[config.mk]
export PLATFORM = sky130hd
export DESIGN_NAME = adaptive_replacement_policy
export DESIGN_NICKNAME = d
export VERILOG_FILES = /design/src/design/arp_pkg.sv /design/src/design/arp_cell.sv /design/src/design/arp_div.sv /design/src/design/adaptive_replacement_policy.sv
export SDC_FILE = /design/constraint.sdc
export NUM_CORES = 2
export LEC_CHECK = 0
export ABC_AREA = 0
export BUFFER_PORTS_ARGS = -buffer_cell sky130_fd_sc_hd__buf_4
export CORE_AREA = 2 2 433 435
export DETAILED_ROUTE_END_ITERATION = 16
export DIE_AREA = 0 0 435 437
export PLACE_DENSITY = 0.79
export SYNTH_ARGS = -nofsm -noshare
export SYNTH_HDL_FRONTEND = slang
export SYNTH_HIERARCHICAL = 1
export SYNTH_SLANG_ARGS = --single-unit
[constraint.sdc]
create_clock -name clk -period 16.39 [get_ports clk]
set_input_delay 1.639 -clock clk [delete_from_list [all_inputs] [get_ports clk]]
set_output_delay 1.639 -clock clk [all_outputs]
set_load 0.05 [all_outputs]
[src/design/arp_pkg.sv]
// Shared types, sizes and codes for the adaptive replacement policy block.
`timescale 1ns / 1ps
package arp_pkg;

  localparam int ENTRIES   = 16;
  localparam int KEY_BITS  = 32;
  localparam int IDX_W     = $clog2(ENTRIES);
  localparam int CNT_W     = IDX_W + 1;
  localparam int AGE_W     = 16;
  localparam int SUM_W     = 17;
  localparam int CAP_W     = 16;
  localparam int UNIT_W    = 8;
  localparam int DIV_CNT_W = $clog2(SUM_W + 1);

  localparam logic [CAP_W-1:0] CAP_RESET = 16'd64;
  localparam logic [AGE_W-1:0] AGE_MAX   = 16'hFFFF;

  localparam logic [2:0] KIND_HIT    = 3'd0;
  localparam logic [2:0] KIND_MISS   = 3'd1;
  localparam logic [2:0] KIND_RGHOST = 3'd2;
  localparam logic [2:0] KIND_FGHOST = 3'd3;
  localparam logic [2:0] KIND_FAIL   = 3'd4;
  localparam logic [2:0] KIND_FULL   = 3'd5;
  localparam logic [2:0] KIND_DEMOTE = 3'd6;
  localparam logic [2:0] KIND_DROP   = 3'd7;

  localparam logic [1:0] LIST_RECENT = 2'd0;
  localparam logic [1:0] LIST_FREQ   = 2'd1;
  localparam logic [1:0] LIST_RGHOST = 2'd2;
  localparam logic [1:0] LIST_FGHOST = 2'd3;

  typedef enum logic [1:0] {
    SCAN_KEY,
    SCAN_FREE,
    SCAN_LRU
  } scan_mode_t;

  typedef struct packed {
    logic                valid;
    logic [KEY_BITS-1:0] tag;
    logic [UNIT_W-1:0]   units;
    logic [1:0]          list;
    logic [AGE_W-1:0]    age;
  } entry_t;

  typedef struct packed {
    logic             hit;
    logic [IDX_W-1:0] idx;
    logic [AGE_W-1:0] age;
  } scan_t;

  typedef struct packed {
    logic                wr_en;
    logic [IDX_W-1:0]    wr_idx;
    entry_t              wr_entry;
    logic                rank_clr;
    logic                rank_step;
    logic                bc_valid;
    logic [AGE_W-1:0]    bc_age;
    logic                rank_commit;
    scan_mode_t          mode;
    logic [1:0]          list;
    logic [KEY_BITS-1:0] key;
  } cell_cmd_t;

endpackage

[src/design/arp_cell.sv]
// One table slot: holds an entry and passes the running scan result to its neighbour.
`timescale 1ns / 1ps
module arp_cell
  import arp_pkg::*;
(
  input  logic             clk,
  input  logic             rst,
  input  logic [IDX_W-1:0] my_idx,
  input  cell_cmd_t        cmd,
  input  scan_t            scan_in,
  output scan_t            scan_out,
  output entry_t           entry
);

  logic                valid;
  logic [KEY_BITS-1:0] tag;
  logic [UNIT_W-1:0]   units;
  logic [1:0]          list;
  logic [AGE_W-1:0]    age;
  logic [IDX_W-1:0]    rank;
  logic                take;

  assign entry = '{valid: valid, tag: tag, units: units, list: list, age: age};

  always_comb begin
    case (cmd.mode)
      SCAN_KEY:  take = !scan_in.hit && valid && (tag == cmd.key);
      SCAN_FREE: take = !scan_in.hit && !valid;
      SCAN_LRU:  take = valid && (list == cmd.list) && (!scan_in.hit || age < scan_in.age);
      default:   take = 1'b0;
    endcase
  end

  always_ff @(posedge clk) begin
    scan_out <= take ? scan_t'{hit: 1'b1, idx: my_idx, age: age} : scan_in;
    if (cmd.rank_clr) begin
      rank <= '0;
    end else if (cmd.rank_step && cmd.bc_valid && (cmd.bc_age < age)) begin
      rank <= rank + 1'b1;
    end
    if (cmd.wr_en && (cmd.wr_idx == my_idx)) begin
      tag   <= cmd.wr_entry.tag;
      units <= cmd.wr_entry.units;
      list  <= cmd.wr_entry.list;
      age   <= cmd.wr_entry.age;
    end else if (cmd.rank_commit && valid) begin
      age <= AGE_W'(rank);
    end
    if (rst) begin
      valid <= 1'b0;
    end else if (cmd.wr_en && (cmd.wr_idx == my_idx)) begin
      valid <= cmd.wr_entry.valid;
    end
  end

endmodule

[src/design/arp_div.sv]
// Restoring divider for the ghost list size ratio, one quotient bit per cycle.
`timescale 1ns / 1ps
module arp_div
  import arp_pkg::*;
(
  input  logic             clk,
  input  logic             rst,
  input  logic             start,
  input  logic [SUM_W-1:0] num,
  input  logic [SUM_W-1:0] den,
  output logic             done,
  output logic [SUM_W-1:0] quo
);

  logic                 busy;
  logic [DIV_CNT_W-1:0] cnt;
  logic [SUM_W:0]       rem;
  logic [SUM_W:0]       rem_sh;
  logic                 ge;

  assign rem_sh = {rem[SUM_W-1:0], quo[SUM_W-1]};
  assign ge     = rem_sh >= {1'b0, den};

  always_ff @(posedge clk) begin
    if (rst) begin
      busy <= 1'b0;
      done <= 1'b0;
      cnt  <= '0;
    end else begin
      done <= 1'b0;
      if (start) begin
        busy <= 1'b1;
        cnt  <= DIV_CNT_W'(SUM_W);
        rem  <= '0;
        quo  <= num;
      end else if (busy) begin
        rem <= ge ? rem_sh - {1'b0, den} : rem_sh;
        quo <= {quo[SUM_W-2:0], ge};
        cnt <= cnt - 1'b1;
        if (cnt == DIV_CNT_W'(1)) begin
          busy <= 1'b0;
          done <= 1'b1;
        end
      end
    end
  end

endmodule

[src/design/adaptive_replacement_policy.sv]
// Top level: request sequencer, list sums and target, over a chain of table cells.
//
// Input channel: key, object_size, fetch_fails with in_valid/in_stall. One
// request is taken at a time; in_stall stays high from acceptance until the
// final result beat of that request has been loaded into the output register.
// Output channel: kind, entry_key, entry_size, target_recent, last with
// out_valid/out_stall. Each request gives zero or more notice beats (demoted,
// dropped) followed by one final beat with last set. A single output register
// holds each beat; while out_stall is high the sequencer waits on it.
// Each table search ripples through the chain of ENTRIES cells. A ghost hit waits
// on the ratio divider before the target is adapted. The next request is taken
// the cycle after the final beat is loaded. When the age counter reaches its
// maximum, the ages are renumbered and the counter restarts from the number of
// valid entries. The user must write capacity through capacity_we/capacity_wdata
// only while idle; the block itself does not enforce it. A write also reloads the
// target to half its value.
// Reset (rst, synchronous) empties the table, clears the list sums and age
// counter, sets capacity to 64 and the target to 32.
`timescale 1ns / 1ps
module adaptive_replacement_policy
  import arp_pkg::*;
(
  input  logic              clk,
  input  logic              rst,
  input  logic              in_valid,
  output logic              in_stall,
  input  logic [31:0]       key,
  input  logic [7:0]        object_size,
  input  logic              fetch_fails,
  output logic              out_valid,
  input  logic              out_stall,
  output logic [2:0]        kind,
  output logic [31:0]       entry_key,
  output logic [7:0]        entry_size,
  output logic [15:0]       target_recent,
  output logic              last,
  input  logic              capacity_we,
  input  logic [CAP_W-1:0]  capacity_wdata
);

  typedef enum logic [4:0] {
    S_IDLE, S_SCAN, S_SEARCHED, S_HIT_RES, S_DIV, S_GHOST_ADAPT, S_BAL1,
    S_BAL1_GOT, S_BAL2, S_BAL2_GOT, S_FREE_START, S_FREE_GOT, S_GHOST_FIN,
    S_TOUCH, S_RN_CLR, S_RN_STEP, S_RN_COMMIT, S_NOTE, S_FINAL
  } state_t;

  state_t              state;
  state_t              scan_ret;
  state_t              bal_ret;
  state_t              touch_ret;
  logic [CNT_W-1:0]    cnt;
  scan_mode_t          scan_mode;
  logic [1:0]          scan_list;
  logic                found;
  logic [IDX_W-1:0]    cur_idx;
  logic [IDX_W-1:0]    hit_idx;
  logic [KEY_BITS-1:0] req_key;
  logic [UNIT_W-1:0]   req_size;
  logic                req_fails;
  logic [1:0]          hit_list;
  logic [UNIT_W-1:0]   hit_units;
  logic [UNIT_W-1:0]   bal_size;
  logic [SUM_W-1:0]    list_sums [4];
  logic [CAP_W-1:0]    target_p;
  logic [CAP_W-1:0]    capacity;
  logic [AGE_W-1:0]    age_counter;
  logic [2:0]          note_kind;
  logic [KEY_BITS-1:0] note_key;
  logic [UNIT_W-1:0]   note_size;
  logic [2:0]          fin_kind;
  logic [UNIT_W-1:0]   fin_size;
  logic [CNT_W-1:0]    rn_j;
  logic [CNT_W-1:0]    rn_n;
  logic                div_start;

  cell_cmd_t           cmd;
  scan_t               chain [ENTRIES+1];
  entry_t              ents [ENTRIES];
  entry_t              cur_e;
  entry_t              bc_e;
  logic                out_free;
  logic                div_done;
  logic [SUM_W-1:0]    div_quo;
  logic [SUM_W-1:0]    div_num;
  logic [SUM_W-1:0]    div_den;
  logic [SUM_W-1:0]    ratio;
  logic [SUM_W:0]      p_sum;
  logic [SUM_W:0]      res_total;
  logic [SUM_W:0]      ghost_total;

  assign chain[0] = '0;

  for (genvar g = 0; g < ENTRIES; g++) begin : g_cell
    arp_cell u_cell (
      .clk      (clk),
      .rst      (rst),
      .my_idx   (IDX_W'(g)),
      .cmd      (cmd),
      .scan_in  (chain[g]),
      .scan_out (chain[g+1]),
      .entry    (ents[g])
    );
  end

  assign div_num = (hit_list == LIST_RGHOST) ? list_sums[3] : list_sums[2];
  assign div_den = (hit_list == LIST_RGHOST) ? list_sums[2] : list_sums[3];

  arp_div u_div (
    .clk   (clk),
    .rst   (rst),
    .start (div_start),
    .num   (div_num),
    .den   (div_den),
    .done  (div_done),
    .quo   (div_quo)
  );

  assign cur_e       = ents[cur_idx];
  assign bc_e        = ents[rn_j[IDX_W-1:0]];
  assign out_free    = !out_valid || !out_stall;
  assign in_stall    = (state != S_IDLE);
  assign res_total   = {1'b0, list_sums[0]} + {1'b0, list_sums[1]} + (SUM_W+1)'(bal_size);
  assign ghost_total = {1'b0, list_sums[2]} + {1'b0, list_sums[3]};

  // ratio of ghost sums, zero divisor counts as zero, floored at one
  always_comb begin
    ratio = (div_den == '0) ? '0 : div_quo;
    if (ratio == '0) begin
      ratio = SUM_W'(1);
    end
    p_sum = (SUM_W+1)'(target_p) + (SUM_W+1)'(ratio);
  end

  always_comb begin
    cmd          = '0;
    cmd.mode     = scan_mode;
    cmd.list     = scan_list;
    cmd.key      = req_key;
    cmd.wr_idx   = cur_idx;
    cmd.wr_entry = cur_e;
    cmd.bc_valid = bc_e.valid;
    cmd.bc_age   = bc_e.age;
    case (state)
      S_HIT_RES: begin
        cmd.wr_en         = 1'b1;
        cmd.wr_entry.list = LIST_FREQ;
      end
      S_GHOST_ADAPT: begin
        cmd.wr_en          = 1'b1;
        cmd.wr_entry.valid = 1'b0;
      end
      S_BAL1_GOT: begin
        cmd.wr_en         = found;
        cmd.wr_entry.list = cur_e.list + 2'd2;
      end
      S_BAL2_GOT: begin
        cmd.wr_en          = found;
        cmd.wr_entry.valid = 1'b0;
      end
      S_FREE_GOT: begin
        cmd.wr_en    = found && !req_fails;
        cmd.wr_entry = '{valid: 1'b1, tag: req_key, units: req_size,
                         list: LIST_RECENT, age: age_counter};
      end
      S_GHOST_FIN: begin
        cmd.wr_en          = 1'b1;
        cmd.wr_entry.valid = 1'b1;
        cmd.wr_entry.list  = req_fails ? hit_list : LIST_FREQ;
      end
      S_TOUCH: begin
        cmd.wr_en        = (age_counter != AGE_MAX);
        cmd.wr_entry.age = age_counter;
      end
      S_RN_CLR:    cmd.rank_clr    = 1'b1;
      S_RN_STEP:   cmd.rank_step   = 1'b1;
      S_RN_COMMIT: cmd.rank_commit = 1'b1;
      default: ;
    endcase
  end

  always_ff @(posedge clk) begin
    if (rst) begin
      state        <= S_IDLE;
      out_valid    <= 1'b0;
      div_start    <= 1'b0;
      capacity     <= CAP_RESET;
      target_p     <= CAP_RESET >> 1;
      age_counter  <= '0;
      list_sums[0] <= '0;
      list_sums[1] <= '0;
      list_sums[2] <= '0;
      list_sums[3] <= '0;
    end else begin
      div_start <= 1'b0;
      if (out_valid && !out_stall) begin
        out_valid <= 1'b0;
      end
      if (capacity_we) begin
        capacity <= capacity_wdata;
        target_p <= capacity_wdata >> 1;
      end
      case (state)
        S_IDLE: begin
          if (in_valid) begin
            req_key   <= key[KEY_BITS-1:0];
            req_size  <= (object_size == '0) ? UNIT_W'(1) : object_size;
            req_fails <= fetch_fails;
            scan_mode <= SCAN_KEY;
            cnt       <= '0;
            scan_ret  <= S_SEARCHED;
            state     <= S_SCAN;
          end
        end
        S_SCAN: begin
          cnt <= cnt + 1'b1;
          if (cnt == CNT_W'(ENTRIES)) begin
            found   <= chain[ENTRIES].hit;
            cur_idx <= chain[ENTRIES].idx;
            state   <= scan_ret;
          end
        end
        S_SEARCHED: begin
          hit_list  <= cur_e.list;
          hit_units <= cur_e.units;
          hit_idx   <= cur_idx;
          if (!found) begin
            bal_size <= req_size;
            bal_ret  <= S_FREE_START;
            state    <= S_BAL1;
          end else if (cur_e.list == LIST_RECENT || cur_e.list == LIST_FREQ) begin
            state <= S_HIT_RES;
          end else begin
            div_start <= 1'b1;
            state     <= S_DIV;
          end
        end
        S_HIT_RES: begin
          if (hit_list == LIST_RECENT) begin
            list_sums[0] <= list_sums[0] - SUM_W'(hit_units);
            list_sums[1] <= list_sums[1] + SUM_W'(hit_units);
          end
          fin_kind  <= KIND_HIT;
          fin_size  <= hit_units;
          touch_ret <= S_FINAL;
          state     <= S_TOUCH;
        end
        S_DIV: begin
          if (div_done) begin
            if (hit_list == LIST_RGHOST) begin
              target_p <= (p_sum < (SUM_W+1)'(capacity)) ? CAP_W'(p_sum) : capacity;
            end else begin
              target_p <= ({1'b0, target_p} > ratio) ? target_p - CAP_W'(ratio) : '0;
            end
            state <= S_GHOST_ADAPT;
          end
        end
        S_GHOST_ADAPT: begin
          list_sums[hit_list] <= list_sums[hit_list] - SUM_W'(hit_units);
          bal_size <= hit_units;
          bal_ret  <= S_GHOST_FIN;
          state    <= S_BAL1;
        end
        S_BAL1: begin
          if (res_total > (SUM_W+1)'(capacity)) begin
            cnt      <= '0;
            scan_ret <= S_BAL1_GOT;
            scan_mode <= SCAN_LRU;
            if (list_sums[0] > SUM_W'(target_p)) begin
              scan_list <= LIST_RECENT;
              state     <= S_SCAN;
            end else if (list_sums[1] != '0) begin
              scan_list <= LIST_FREQ;
              state     <= S_SCAN;
            end else begin
              state <= S_BAL2;
            end
          end else begin
            state <= S_BAL2;
          end
        end
        S_BAL1_GOT: begin
          if (!found) begin
            state <= S_BAL2;
          end else begin
            // move the resident LRU onto its ghost list
            list_sums[cur_e.list]        <= list_sums[cur_e.list] - SUM_W'(cur_e.units);
            list_sums[cur_e.list + 2'd2] <= list_sums[cur_e.list + 2'd2] + SUM_W'(cur_e.units);
            note_kind <= KIND_DEMOTE;
            note_key  <= cur_e.tag;
            note_size <= cur_e.units;
            touch_ret <= S_NOTE;
            state     <= S_TOUCH;
          end
        end
        S_BAL2: begin
          if (ghost_total > (SUM_W+1)'(capacity)) begin
            cnt       <= '0;
            scan_ret  <= S_BAL2_GOT;
            scan_mode <= SCAN_LRU;
            if (list_sums[3] > SUM_W'(target_p)) begin
              scan_list <= LIST_FGHOST;
              state     <= S_SCAN;
            end else if (list_sums[2] != '0) begin
              scan_list <= LIST_RGHOST;
              state     <= S_SCAN;
            end else begin
              cur_idx <= hit_idx;
              state   <= bal_ret;
            end
          end else begin
            cur_idx <= hit_idx;
            state   <= bal_ret;
          end
        end
        S_BAL2_GOT: begin
          if (!found) begin
            cur_idx <= hit_idx;
            state   <= bal_ret;
          end else begin
            list_sums[cur_e.list] <= list_sums[cur_e.list] - SUM_W'(cur_e.units);
            note_kind <= KIND_DROP;
            note_key  <= cur_e.tag;
            note_size <= cur_e.units;
            state     <= S_NOTE;
          end
        end
        S_FREE_START: begin
          scan_mode <= SCAN_FREE;
          cnt       <= '0;
          scan_ret  <= S_FREE_GOT;
          state     <= S_SCAN;
        end
        S_FREE_GOT: begin
          fin_size <= req_size;
          if (!found) begin
            fin_kind <= KIND_FULL;
            state    <= S_FINAL;
          end else if (req_fails) begin
            fin_kind <= KIND_FAIL;
            state    <= S_FINAL;
          end else begin
            list_sums[0] <= list_sums[0] + SUM_W'(req_size);
            fin_kind     <= KIND_MISS;
            touch_ret    <= S_FINAL;
            state        <= S_TOUCH;
          end
        end
        S_GHOST_FIN: begin
          if (req_fails) begin
            list_sums[hit_list] <= list_sums[hit_list] + SUM_W'(hit_units);
            fin_kind <= KIND_FAIL;
          end else begin
            list_sums[1] <= list_sums[1] + SUM_W'(hit_units);
            fin_kind <= (hit_list == LIST_RGHOST) ? KIND_RGHOST : KIND_FGHOST;
          end
          fin_size  <= hit_units;
          touch_ret <= S_FINAL;
          state     <= S_TOUCH;
        end
        S_TOUCH: begin
          if (age_counter == AGE_MAX) begin
            state <= S_RN_CLR;
          end else begin
            age_counter <= age_counter + 1'b1;
            state       <= touch_ret;
          end
        end
        S_RN_CLR: begin
          rn_j  <= '0;
          rn_n  <= '0;
          state <= S_RN_STEP;
        end
        S_RN_STEP: begin
          rn_n <= rn_n + CNT_W'(bc_e.valid);
          rn_j <= rn_j + 1'b1;
          if (rn_j == CNT_W'(ENTRIES - 1)) begin
            state <= S_RN_COMMIT;
          end
        end
        S_RN_COMMIT: begin
          age_counter <= AGE_W'(rn_n);
          state       <= S_TOUCH;
        end
        S_NOTE: begin
          if (out_free) begin
            out_valid     <= 1'b1;
            kind          <= note_kind;
            entry_key     <= 32'(note_key);
            entry_size    <= note_size;
            target_recent <= target_p;
            last          <= 1'b0;
            state         <= (note_kind == KIND_DEMOTE) ? S_BAL1 : S_BAL2;
          end
        end
        S_FINAL: begin
          if (out_free) begin
            out_valid     <= 1'b1;
            kind          <= fin_kind;
            entry_key     <= 32'(req_key);
            entry_size    <= fin_size;
            target_recent <= target_p;
            last          <= 1'b1;
            state         <= S_IDLE;
          end
        end
        default: state <= S_IDLE;
      endcase
    end
  end

`ifndef SYNTHESIS
  a_target_bounded: assert property (@(posedge clk) disable iff (rst)
    target_p <= capacity)
    else $error("target exceeds capacity");

  a_accept_stalls: assert property (@(posedge clk) disable iff (rst)
    (in_valid && !in_stall) |=> in_stall)
    else $error("second request taken while busy");

  a_div_done_state: assert property (@(posedge clk) disable iff (rst)
    div_done |-> (state == S_DIV))
    else $error("divider result outside ratio wait");

  a_final_idle: assert property (@(posedge clk) disable iff (rst)
    (state == S_FINAL && out_free) |=> (state == S_IDLE && out_valid && last))
    else $error("final beat not followed by idle");
`endif

endmodule
; ---- Word-level counts from Yosys, hierarchy flattened
; Memory sizes are Yosys's and may differ from the RTL's. A register that Yosys moved wholly into a read port is not among the register bits.
; Index checks and enable logic that the tools add are counted.
[classes]
addsub = 35
n_lt_le_gt_ge = 40
n_eq_ne = 94
n_mux = 225
bitwise_logic = 12
reduce_logical = 252
[op_table]
columns = op, n
row1 = $mux W16, 54
row2 = $eq A32 B32 Y1, 16
row3 = $lt A16 B16 Y1, 31
row4 = $bmux W59 S4, 2
row5 = $mux W17, 17
row6 = $mux W59, 4
row7 = $mux W5, 26
row8 = $logic_and A1 B1 Y1, 128
row9 = $pmux W5 S17, 1
row10 = $add A17 B8 Y17, 4
row11 = $add A4 B1 Y4 const B, 16
row12 = $mux W32, 2
row13 = $pmux W32 S2, 1
row14 = $reduce_or A17 Y1, 3
row15 = $sub A17 B8 Y17, 3
row16 = $pmux W1 S3, 16
row17 = $pmux W8 S2, 3
row18 = $reduce_bool A2 Y1, 24
row19 = $eq A5 B4 Y1 const B, 9
row20 = $mux W1, 45
row21 = $mux W40, 1
row22 = $add A17 B17 Y18, 2
row23 = $gt A18 B16 Y1, 2
row24 = $gt A17 B16 Y1, 2
row25 = 68 further kinds, 246
[totals]
reg_bits = 1625
ramBits = 68
input_bits = 62
output_inout_bits = 62
wordCells = 840
memories = 1
[memory_table]
columns = memory, depth, word_bits, read_ports, rd_ports_with_merged_regs, wr, line_no
row1 = list_sums, 4, 17, 7, 1, 4, adaptive_replacement_policy.sv:63  ; logic [SUM_W-1:0] list_sums [4];

; ---- Longest topological paths before layout
[logic_depth]
word_depth = 12
ltp_mapped = 26
ltp_nobuf = 23

; ---- By module
; The synthesis kept the hierarchy.
[by_module_without_submodules]
columns = module, instances, cells_per_inst, area_per_inst_um2, seq_area_each_um2
row1 = arp_cell (g_cell[10].u_cell ...), 15, 308, 4011.3, 2262.2
row2 = adaptive_replacement_policy, 1, 3326, 34594.4, 9399.0
row3 = arp_cell (g_cell[0].u_cell), 1, 311, 4000.1, 2262.2
row4 = arp_div, 1, 266, 2733.9, 1161.1

; ---- Least setup slack after synthesis
; No wires, ideal clock.
[synth_timing]
path_kind = register -> register
startpoint = register cur_idx[2]
endpoint = memory list_sums[0][15], data pin
setup_ns = 0.258
arrival_time_ns = 5.779
required_ns = 16.132
slack_ns = 10.353
path_stages_with_launch = 22
n_path_buf = 7
period_less_slack_ns = 6.037
cell_sequence = edfxtp_1 clkbuf_1 mux4_2 mux4_2 clkbuf_1 buf_2 buf_1 clkbuf_1 buf_1 mux2i_1 mux2i_1 ha_1 nor2b_1 o21ai_0 a21boi_0 o31a_1 o311a_1 or3_1 buf_6 o211ai_1 o31ai_1 o2bb2a_2
[synth_rtl]
columns = item, line_no
row1 = from (decl), adaptive_replacement_policy.sv:55  ; logic [IDX_W-1:0] cur_idx;
row2 = from (signal assigned), adaptive_replacement_policy.sv:218  ; cur_idx <= chain[ENTRIES].idx;
row3 = from (signal assigned), adaptive_replacement_policy.sv:307  ; cur_idx <= hit_idx;
row4 = from (signal assigned), adaptive_replacement_policy.sv:311  ; cur_idx <= hit_idx;
row5 = to (decl), adaptive_replacement_policy.sv:63

==> impl_metrics.env <==
export IMPL_syn_to_final_growth_pct=10.6
export IMPL_maxClockFrequency_ghz=0.127
export IMPL_yosysWarnings=6
export IMPL_rsz0062_at_grt="false"
export IMPL_drv_cap=0
export IMPL_skew_ns=0.0758
export IMPL_setup_tns_ns=0
export IMPL_leakage_nw=43.2
export IMPL_hold_path_class="reg -> reg"
export IMPL_wl_um=322000
export IMPL_grt_max_degree=117
export IMPL_final_cell_mix="1237 x edfxtp_1, 764 x inv_1, 734 x ha_1"
export IMPL_fin_crit_sh_pct=47.9
export IMPL_fillCellCount=14224
export IMPL_drt_iter0_drc=9488
export IMPL_crit_type="reg -> reg"
export IMPL_final_common_cell="edfxtp_1"
export IMPL_end_kind="register"
export IMPL_worstSkewPairLatency_ns=0.88
export IMPL_nNetsFinal=9608
export IMPL_wl_per_cell_um=28.2
export IMPL_status="finished clean"
export IMPL_grt_pass1_vias=73961
export IMPL_fp_row_count=158
export IMPL_grt_util_all_layers_pct=33.1
export IMPL_cts_root_buf="clkbuf_16"
export IMPL_routabilityCongestion=0.993
export IMPL_grt_first_pass_wirelength_um=474000
export IMPL_slew_viol_final=0
export IMPL_die_height_um=437
export IMPL_dr_pass1_iters=6
export IMPL_drive_above_1_share_pct=13.9
export IMPL_tightestPinTransition_ns=1.28
export IMPL_dieArea_mm2=0.190
export IMPL_vias=74569
export IMPL_clkTransAtPathRegs_ns=0.07
export IMPL_cp_start_kind="register"
export IMPL_synthCells=8490
export IMPL_cts_max_level=4
export IMPL_maxSlewHeadroom_pct=14.4
export IMPL_syn_cell_area_mm2=0.101
export IMPL_post_cts_resized=0
export IMPL_utilization_pct=60.4
export IMPL_whs_ns=0.453
export IMPL_antenna_left=0
export IMPL_cts_tree="yes"
export IMPL_dp_hpwl_um=229000
export IMPL_finalHoldViolCount=0
export IMPL_drc=0
export IMPL_clock_sinks=1701
export IMPL_cp_data_required_time_ns=17.09
export IMPL_cts_buffers=179
export IMPL_critical_path_arrival_ns=8.55
export IMPL_cts_buffer_depth=3
export IMPL_die_w_um=435
export IMPL_crit_fanout=19
export IMPL_core_area_mm2=0.185
export IMPL_initial_core_util_pct=54.6
export IMPL_syn_area_per_cell_um2=11.9
export IMPL_vdd_ir_drop_max_v=0.000111
export IMPL_grt_remaining_overflow=0
export IMPL_pre_cts_slack_ns=8.62
export IMPL_post_cts_buffers=0
export IMPL_viasPerCell=6.52
export IMPL_ioPinCount=124
export IMPL_setup_viol=0
export IMPL_numPortBuffers=123
export IMPL_hold_buffers=0
export IMPL_grt_antenna_before_repair=8
export IMPL_p_per_area_mw_per_mm2=119
export IMPL_worst_slack_ns=8.54
export IMPL_period_needed_ns=7.85
## critical path, cell delays in order, from the launching register on
cell and delay [ns]:
edfxtp_1 0.53, nor4_1 0.48, nand3_1 0.21, or4_1 0.55, o22a_1 0.52, nand2_1 0.23
ha_1 0.34, nand2b_1 0.21, a221oi_1 0.40, o221ai_1 0.24, a211oi_1 0.52, o41a_1 0.28
xnor2_1 0.18, ha_1 0.28, a21oi_1 0.15, nor2b_1 0.06, a2111oi_0 0.40, a21oi_1 0.11
or3_1 0.52, nor2_1 0.54, buf_4 0.30, mux2_2 0.35, o31a_1 0.27
## worst paths after layout
path                                 from                            end  slack (ns)  cells after the start
max                       list_sums[2][4]                   target_p[14]        8.54                     22
min          g_cell[9].u_cell/scan_out[8]  g_cell[10].u_cell/scan_out[8]        0.45                      2
max reg2reg               list_sums[2][4]                   target_p[14]        8.54                     22
min reg2reg  g_cell[9].u_cell/scan_out[8]  g_cell[10].u_cell/scan_out[8]        0.45                      2
## stage by stage
step | area (µm²) | total power [mW] | instances
after detailed placement | 105000 | 8.83 | 11093
after global routing | 112000 | 13.8 | 11431
after floorplan | 102000 | 7.80 | 8674
after global placement | 105000 | 8.74 | 11093
after CTS | 112000 | 13.3 | 11431
final | 112000 | 13.3 | 11433
## where the power goes
group / leakage, nW / internal, mW / switching (mW)
clock network: 3.10 / 2.55 / 1.87
registers: 14.7 / 5.18 / 0.373
logic: 25.4 / 1.33 / 2.03
## area by class of cell
cell class / instances / area [µm²] / area share (%)
Clock inverter: 124 / 1620 / 1.45
Antenna cell: 2 / 5.00 / 0.00448
Timing Repair Buffer: 242 / 1870 / 1.67
Tap cell: 2480 / 3100 / 2.78
Multi-Input combinational cell: 5898 / 51000 / 45.6
Clock buffer: 214 / 4770 / 4.27
Inverter: 772 / 2900 / 2.59
Sequential cell: 1701 / 46400 / 41.6
## sequential cells by signal (all words and copies together) (netlist names), 32 cells and up, named ones only
register,count
list_sums,68
g_cell.u_cell/age,256
g_cell.u_cell/rank,64
g_cell.u_cell/scan_out,320
entry_key,32
g_cell.u_cell/list,32
g_cell.u_cell/units,128
req_key,32
g_cell.u_cell/tag,512
note_key,32
## layer usage
layer,share of wire [%],vias up,global-route usage (%)
li1,-,32186,-
met1,38,36850,43.0
met2,45,4590,52.3
met3,11,937,7.29
met4,5.9,6,17.0
met5,0.0093,-,0
No activity file was read; power rests on OpenSTA's default activity.
